`config.mk`:
```
export PLATFORM = sky130hd
export DESIGN_NAME = lasr_seq
export DESIGN_NICKNAME = d
export VERILOG_FILES = /design/src/rtl/lasr_pkg.sv /design/src/rtl/lasr_mul.sv /design/src/rtl/lasr_seq.sv
export SDC_FILE = /design/constraint.sdc
export NUM_CORES = 2
export LEC_CHECK = 0
export BUFFER_PORTS_ARGS = -buffer_cell sky130_fd_sc_hd__buf_4
export CELL_PAD_IN_SITES_DETAIL_PLACEMENT = 0
export CELL_PAD_IN_SITES_GLOBAL_PLACEMENT = 1
export CORE_ASPECT_RATIO = 0.6
export CORE_UTILIZATION = 52
export DETAILED_ROUTE_END_ITERATION = 10
export PLACE_DENSITY_LB_ADDON = 0.1
export SLEW_MARGIN = 10
export SYNTH_ARGS = -nofsm -noshare
export SYNTH_HDL_FRONTEND = slang
export SYNTH_HIERARCHICAL = 1
export SYNTH_SLANG_ARGS = --single-unit
```
`constraint.sdc`:
```
create_clock -name clk -period 13.9 [get_ports clk]
set_clock_uncertainty 0.15 [all_clocks]
set_input_delay 2.78 -clock clk [delete_from_list [all_inputs] [get_ports clk]]
set_output_delay 2.78 -clock clk [all_outputs]
set_load 0.05 [all_outputs]
```
`src/rtl/lasr_pkg.sv`:
```
`timescale 1ns / 1ps
package lasr_pkg;
	localparam int MaxShards = 16;
	localparam int LoadBits  = 32;
	localparam int IdxW      = $clog2(MaxShards);
	localparam int CntW      = $clog2(MaxShards + 1);
	// total of all counters plus headroom for the 3x and 2n scaling
	localparam int SumW      = LoadBits + CntW + 2;

	localparam logic [63:0] Mix1 = 64'hff51afd7ed558ccd;
	localparam logic [63:0] Mix2 = 64'hc4ceb9fe1a85ec53;

	localparam logic [1:0] RegHash  = 2'd0;
	localparam logic [1:0] RegRoute = 2'd1;
	localparam logic [1:0] RegCount = 2'd2;

	typedef enum logic [3:0] {
		ST_IDLE, ST_MIX1, ST_MUL1, ST_MIX2, ST_MUL2, ST_MIX3,
		ST_MOD, ST_SUM, ST_CMP, ST_MIN, ST_OUT
	} state_t;

	// multiplier step: 64 x 64 low half, one 32x32 partial product a cycle
	typedef struct packed {
		logic        start;
		logic [63:0] a;
		logic [63:0] b;
	} mul_req_t;

	typedef struct packed {
		logic        done;
		logic [63:0] p;
	} mul_rsp_t;
endpackage

```
`src/rtl/lasr_mul.sv`:
```
`timescale 1ns / 1ps
// shared 64-bit multiplier: low 64 bits of a*b from three 32x32 products
module lasr_mul (
	input  logic               clk,
	input  logic               arst_n,
	input  lasr_pkg::mul_req_t req,
	output lasr_pkg::mul_rsp_t rsp
);
	import lasr_pkg::*;

	logic [1:0]  step_q;
	logic        busy_q;
	logic        done_q;
	logic [63:0] a_q, b_q, acc_q;
	logic [31:0] op_a, op_b;
	logic [63:0] prod_s1;
	logic [63:0] term;

	// operand pick per step: lo*lo, lo*hi, hi*lo
	always_comb begin
		unique case (step_q)
			2'd0:    begin op_a = a_q[31:0];  op_b = b_q[31:0];  end
			2'd1:    begin op_a = a_q[31:0];  op_b = b_q[63:32]; end
			default: begin op_a = a_q[63:32]; op_b = b_q[31:0];  end
		endcase
	end

	assign term = (step_q == 2'd1) ? prod_s1 : {prod_s1[31:0], 32'd0};

	always_ff @(posedge clk or negedge arst_n) begin
		if (!arst_n) begin
			busy_q <= 1'b0;
			step_q <= 2'd0;
			done_q <= 1'b0;
		end else begin
			done_q <= 1'b0;
			if (req.start) begin
				busy_q <= 1'b1;
				step_q <= 2'd0;
			end else if (busy_q) begin
				step_q <= step_q + 2'd1;
				if (step_q == 2'd3) begin
					busy_q <= 1'b0;
					done_q <= 1'b1;
				end
			end
		end
	end

	// product register, then accumulate one step behind
	always_ff @(posedge clk) begin
		if (req.start) begin
			a_q <= req.a;
			b_q <= req.b;
		end
		prod_s1 <= 64'(op_a * op_b);
		if (busy_q) begin
			unique case (step_q)
				2'd1:    acc_q <= prod_s1;
				2'd2:    acc_q <= acc_q + {prod_s1[31:0], 32'd0};
				2'd3:    acc_q <= acc_q + term;
				default: acc_q <= acc_q;
			endcase
		end
	end

	assign rsp = {done_q, acc_q};
endmodule

```
`src/rtl/lasr_seq.sv`:
```
`timescale 1ns / 1ps
// sequencer: hash, restoring modulo, counter scans
module lasr_seq (
	input  logic                           clk,
	input  logic                           arst_n,
	input  logic                           hash_mode,
	input  logic                           routing_mode,
	input  logic [lasr_pkg::CntW-1:0]      n_use,
	input  logic                           go,
	input  logic [31:0]                    key_in,
	input  logic                           out_free,
	output logic                           busy,
	output logic                           res_valid,
	output logic [lasr_pkg::IdxW-1:0]      res_chosen,
	output logic [lasr_pkg::IdxW-1:0]      res_natural,
	output logic                           res_redir,
	output logic [lasr_pkg::IdxW-1:0]      rd_idx,
	input  logic [lasr_pkg::LoadBits-1:0]  rd_data
);
	import lasr_pkg::*;

	state_t state_q, state_d;
	logic [63:0] h_q;
	logic [CntW-1:0] rem_q;
	logic [6:0] bit_q;
	logic [CntW-1:0] idx_q;
	logic [SumW-1:0] total_q;
	logic [LoadBits-1:0] best_load_q;
	logic [IdxW-1:0] best_q;
	logic [IdxW-1:0] nat_q;
	logic mul_issued_q;
	logic mul_start;
	logic [63:0] mul_b;
	mul_req_t mreq;
	mul_rsp_t mrsp;
	logic [CntW:0] rem_sh;
	logic [SumW-1:0] lhs, rhs;

	lasr_mul u_mul (.clk(clk), .arst_n(arst_n), .req(mreq), .rsp(mrsp));

	// one bit of h per cycle into the remainder
	assign rem_sh = {rem_q, h_q[63]};
	assign lhs = SumW'(rd_data) * SumW'({n_use, 1'b0});
	assign rhs = SumW'(total_q) * SumW'(3);
	assign rd_idx = (state_q == ST_CMP) ? nat_q : idx_q[IdxW-1:0];
	assign busy = (state_q != ST_IDLE);
	assign mul_b = (state_q == ST_MUL1) ? Mix1 : Mix2;
	assign mul_start = (state_q == ST_MUL1 || state_q == ST_MUL2) && !mul_issued_q;
	assign mreq = {mul_start, h_q, mul_b};

	always_comb begin
		state_d = state_q;
		unique case (state_q)
			ST_IDLE: if (go) state_d = hash_mode ? ST_MIX1 : ST_MOD;
			ST_MIX1: state_d = ST_MUL1;
			ST_MUL1: if (mrsp.done) state_d = ST_MIX2;
			ST_MIX2: state_d = ST_MUL2;
			ST_MUL2: if (mrsp.done) state_d = ST_MIX3;
			ST_MIX3: state_d = ST_MOD;
			ST_MOD:  if (bit_q == 7'd63) state_d = routing_mode ? ST_SUM : ST_OUT;
			ST_SUM:  if (idx_q == n_use - 1'b1) state_d = ST_CMP;
			ST_CMP:  state_d = (total_q != '0 && lhs > rhs) ? ST_MIN : ST_OUT;
			ST_MIN:  if (idx_q == n_use - 1'b1) state_d = ST_OUT;
			ST_OUT:  if (out_free) state_d = ST_IDLE;
			default: state_d = ST_IDLE;
		endcase
	end

	always_ff @(posedge clk or negedge arst_n) begin
		if (!arst_n) begin
			state_q <= ST_IDLE;
			mul_issued_q <= 1'b0;
			res_valid <= 1'b0;
		end else begin
			state_q <= state_d;
			mul_issued_q <= mul_start ? 1'b1 : (mrsp.done ? 1'b0 : mul_issued_q);
			res_valid <= (state_q == ST_OUT) && out_free;
		end
	end

	// datapath
	always_ff @(posedge clk) begin
		unique case (state_q)
			ST_IDLE: begin
				h_q <= {{32{key_in[31]}}, key_in};
				rem_q <= '0;
				bit_q <= '0;
			end
			ST_MIX1, ST_MIX2, ST_MIX3: h_q <= h_q ^ {33'd0, h_q[63:33]};
			ST_MUL1, ST_MUL2: if (mrsp.done) h_q <= mrsp.p;
			ST_MOD: begin
				rem_q <= (rem_sh >= {1'b0, n_use}) ? CntW'(rem_sh - {1'b0, n_use})
					: rem_sh[CntW-1:0];
				h_q <= {h_q[62:0], 1'b0};
				bit_q <= bit_q + 7'd1;
				idx_q <= '0;
				total_q <= '0;
				if (bit_q == 7'd63) begin
					nat_q <= (rem_sh >= {1'b0, n_use}) ? IdxW'(rem_sh - {1'b0, n_use})
						: IdxW'(rem_sh);
					res_redir <= 1'b0;
				end
			end
			ST_SUM: begin
				total_q <= total_q + SumW'(rd_data);
				idx_q <= idx_q + 1'b1;
			end
			ST_CMP: begin
				idx_q <= '0;
				best_q <= '0;
				best_load_q <= '1;
			end
			ST_MIN: begin
				if (idx_q == '0 || rd_data < best_load_q) begin
					best_q <= idx_q[IdxW-1:0];
					best_load_q <= rd_data;
				end
				idx_q <= idx_q + 1'b1;
				res_redir <= 1'b1;
			end
			default: ;
		endcase
	end

	assign res_natural = nat_q;
	assign res_chosen = res_redir ? best_q : nat_q;
endmodule

```
==> flow_results.org <==
** Status
- The run finished with clean final reports.

** Critical path
- Critical Path RT :: 14.29 ns
- CP max stage cell :: sky130_fd_sc_hd__mux2i_1
- Start-to-end type of the worst setup path :: flop to flop
- STA classifies the critical path endpoint as a flop.
- Endpoint arrival time on the critical path :: between 10 and 15 ns
- In this design, the stage delay of the slowest critical-path cell is 0.81 ns.
- The worst setup path is launched from a flop.
- CP most frequent cell :: sky130_fd_sc_hd__fa_1
- In this run the worst path has a maximum fanout of 39.

** Floorplanning
- Number of rows created at floorplan :: 100
- The initial utilization of the core area, before any placement, comes to between 50% and 60%.
- In this run the horizontal extent of the chip is between 400 and 500 um.
- The floorplan step set the die height to around 280 um.
- Die area :: between 100,000 and 150,000 um2
- 90 I/O pins were placed.
- Area inside the core boundary :: ~120,000 um2

** Global routing
- Number of global-route vias before repair :: 51.4k
- Antenna violations before repair :: 8
- Largest net degree at the start of global routing :: approximately 130
- The first global-routing pass estimated roughly 350,000 um of wire.
- In the global route stage, overall resource usage came out at between 30% and 40%.
- Summed over all layers, the global routing overflow is 0.

** Timing
- Setup violations remaining at the end of the flow were counted as 0.
- The worst pin sits at a relative slew slack of around 8.3%.
- For the finished layout, the period the worst path requires is about 11 ns.
- Share of the clock period used by the worst path :: 76.2%
- For the pin with the worst max-slew slack, the measured transition is around 1.4 ns.
- TNS Setup :: 0 ns
- Final hold violation count :: 0
- Setup repair after global routing left no endpoint under its margin.
- Final count of pins violating max slew :: 0
- For this run, the top clock speed supported by timing is ~94 MHz.

** Yosys
- Top cell type by total area after synthesis :: sky130_fd_sc_hd__fa_1
- Number of distinct library cells after synthesis :: about 100
- Most frequently used cell type in the post-synthesis netlist :: sky130_fd_sc_hd__inv_1
- Most instantiated flip-flop cell in the synthesis netlist :: sky130_fd_sc_hd__edfxtp_1
- Counting flops and latches in the post-synthesis netlist gives roughly 430.
- After synthesis, the share of flip-flops with an asynchronous set or reset is under 10%.
- Ranked by instance count, the synthesized netlist is headed by sky130_fd_sc_hd__inv_1, sky130_fd_sc_hd__fa_1, sky130_fd_sc_hd__nor2_1.
- In the synthesized netlist, the number of instances is 7,054.
- Portion of synthesized cell area occupied by the leading cell type :: a little under a third
- For this run, the number of Yosys warnings is 6.
- Mean area per synthesized cell :: 9.28 um2
- Leading post-synthesis cells by cell area :: sky130_fd_sc_hd__fa_1, sky130_fd_sc_hd__edfxtp_1, sky130_fd_sc_hd__ha_1
- The synthesized design contains between 300 and 400 enable-type register cells.
- Sequential cells were found to cover between 10% and 20% of the synthesized design area.
- Summing every instance area after synthesis gives 65,500 um2.

** Route
- Total iterations of the first detailed-routing run :: 6
- In this run the remaining antenna-violating nets after routing total 0.
- The first routing iteration left between 6k and 7k violations.
- Total wire length :: around 240,000 um
- In the routed design, unresolved DRC markers number 0.
- The final route contains approximately 52k vias.
- In the final routed layout, each cell accounts on average for roughly 28 um.
- Number of vias per cell after detailed routing :: about 6

** CTS
- Clock tree buffer depth :: 3
- After clock tree synthesis, the clock-pin slew on the worst setup and hold paths is 0.07 ns.
- Cell at the root of the clock tree :: sky130_fd_sc_hd__clkbuf_16
- Number of buffers created by CTS :: between 40 and 50
- Hold-fix buffers at CTS :: 0
- Gates resized during post-CTS repair numbered 0.
- Once the clock tree was built, the setup fixing pass inserted 0 buffers.
- CTS built an H-tree with a depth of 2.
- TritonCTS clock tree :: done
- Latest clock arrival within the worst-skew pair :: 0.67 ns
- CTS saw between 400 and 500 sinks.

** Placement
- At the end of routability-driven placement, the weighted congestion stood at 1.01.
- Detailed placement finished with a half-perimeter wire length of between 150,000 and 200,000 um.
- During placement, the flow inserted port buffers numbering between 80 and 90.

** Run
- MaxCap Viol Count :: 0

** Layout
- Area occupied by registers :: ~12,000 um2
- The multi-input combinational cells in the finished layout cover a total of around 48,000 um2.
- The layout has 11.3k filler cells.
- Number of nets in the finished design :: about 8.6k
- Relative area change from synthesis to final layout :: 6.85%
- Share of final-layout standard cells stronger than drive strength 1 :: roughly 6.8%

** Worst hold path
- The min-delay analysis places its worst path in the category flop to flop.
kinds of logic (layout without fill, tap and decap cells):
| logic type | count (synthesis) | after routing | synth area share (%) |
|---|---|---|---|
| AOI/OAI and AO/OA | 1112 | 1112 | 11.5 |
| muxes | 171 | 171 | 2.80 |
| other | 2 | 35 | 0.0115 |
| and+or+nand+nor | 2066 | 2066 | 14.0 |
| buffers and inverters | 1442 | 1408 | 8.28 |
| DFF | 427 | 427 | 18.5 |
| xor gates and xnor gates | 271 | 271 | 3.62 |
| adders and majority gates | 1563 | 1563 | 41.2 |
path summary, 6_finish.rpt:
kind                       depth (start not counted)  slack (ns)                         to                   startpoint
max reg2reg                                       28        3.31  u_mul/prod_s1[56]$_DFF_P_  u_mul/step_q[1]$_DFFE_PN0P_
max in group asynchronous                          1       11.62     u_mul/busy_q$_DFF_PN0_                       arst_n
min reg2reg                                        0        0.34    u_mul/a_q[32]$_DFFE_PP_            h_q[32]$_DFFE_PP_
max                                               28        3.31  u_mul/prod_s1[56]$_DFF_P_  u_mul/step_q[1]$_DFFE_PN0P_
min in group asynchronous                          1        1.82     state_q[1]$_DFFE_PN0P_                       arst_n
min                                                0        0.34    u_mul/a_q[32]$_DFFE_PP_            h_q[32]$_DFFE_PP_
layout by cell type, fill, tap and decap left out, types with 62 or more instances in the layout:
cell	netlist	layout
sky130_fd_sc_hd__xor2_1	101	101
sky130_fd_sc_hd__nand2b_1	70	70
sky130_fd_sc_hd__inv_1	1132	1131
sky130_fd_sc_hd__fa_1	991	991
sky130_fd_sc_hd__nand3_1	70	70
sky130_fd_sc_hd__nand2_1	685	685
sky130_fd_sc_hd__nand4_1	62	62
sky130_fd_sc_hd__buf_4	1	182
sky130_fd_sc_hd__ha_1	572	571
sky130_fd_sc_hd__o21ai_0	187	187
sky130_fd_sc_hd__a21oi_1	290	289
sky130_fd_sc_hd__and2_1	176	176
sky130_fd_sc_hd__a221o_1	75	75
sky130_fd_sc_hd__nor2_1	800	796
sky130_fd_sc_hd__xnor2_1	170	170
sky130_fd_sc_hd__mux2_2	99	99
sky130_fd_sc_hd__edfxtp_1	353	353
sky130_fd_sc_hd__a21o_1	172	172
sky130_fd_sc_hd__dfxtp_1	64	64
worst max-delay path, delay by kind of cell (launching register included):
kind	cells	cell delay (ns)
AO/OA/AOI/OAI	9	2.48
XOR/XNOR	1	0.15
adder cells (fa/ha/maj)	10	4.88
buffers and inverters	5	1.29
flip-flops	1	0.41
multiplexers	1	0.81
AND/OR/NAND/NOR	2	0.25
sequential cells by signal (all words and copies together) (netlist names):
| name | flops |
|---|---|
| h_q | 64 |
| u_mul/prod_s1 | 64 |
| mul_issued_q | 1 |
| u_mul/acc_q | 64 |
| res_redir | 1 |
| idx_q | 5 |
| bit_q | 7 |
| best_load_q | 32 |
| state_q | 4 |
| res_natural | 4 |
| u_mul/done_q | 1 |
| u_mul/a_q | 64 |
| rem_q | 5 |
| u_mul/busy_q | 1 |
| u_mul/step_q | 2 |
| total_q | 39 |
| res_valid | 1 |
| u_mul/b_q | 64 |
| best_q | 4 |
per-stage QoR:
stage	setup slack (ns)	hold WS, ns	instances	area [um2]	utilization, %
6_report	3.31	0.335	8736	70000	56.2
5_1_grt	2.93	0.334	8731	70000	56.2
4_1_cts	3.49	0.331	8731	70000	56.2
3_5_place_dp	3.53	0.291	8641	68300	54.8
3_3_place_gp	3.58	0.287	8641	68300	54.8
2_1_floorplan	3.19	0.278	7082	65600	-
layout make-up:
class	instances	share of cell area, %
well taps	1683	3.01
repair buffers	184	2.01
clock inverters	22	0.397
inverters	1134	6.08
clock buffers	68	2.00
multi-input cells	5213	69.1
flip-flops and latches	427	17.3
diodes	5	0.0179
layer usage:
layer	wire [um]	GRT usage, %
met1	114000	61.4
met3	40200	18.6
met2	80900	44.3
met5	57	0
met4	5850	8.09
Power is left out: the tool's default activity adds up to more than one toggle a clock period on the data nets, which glitch-free logic cannot reach.
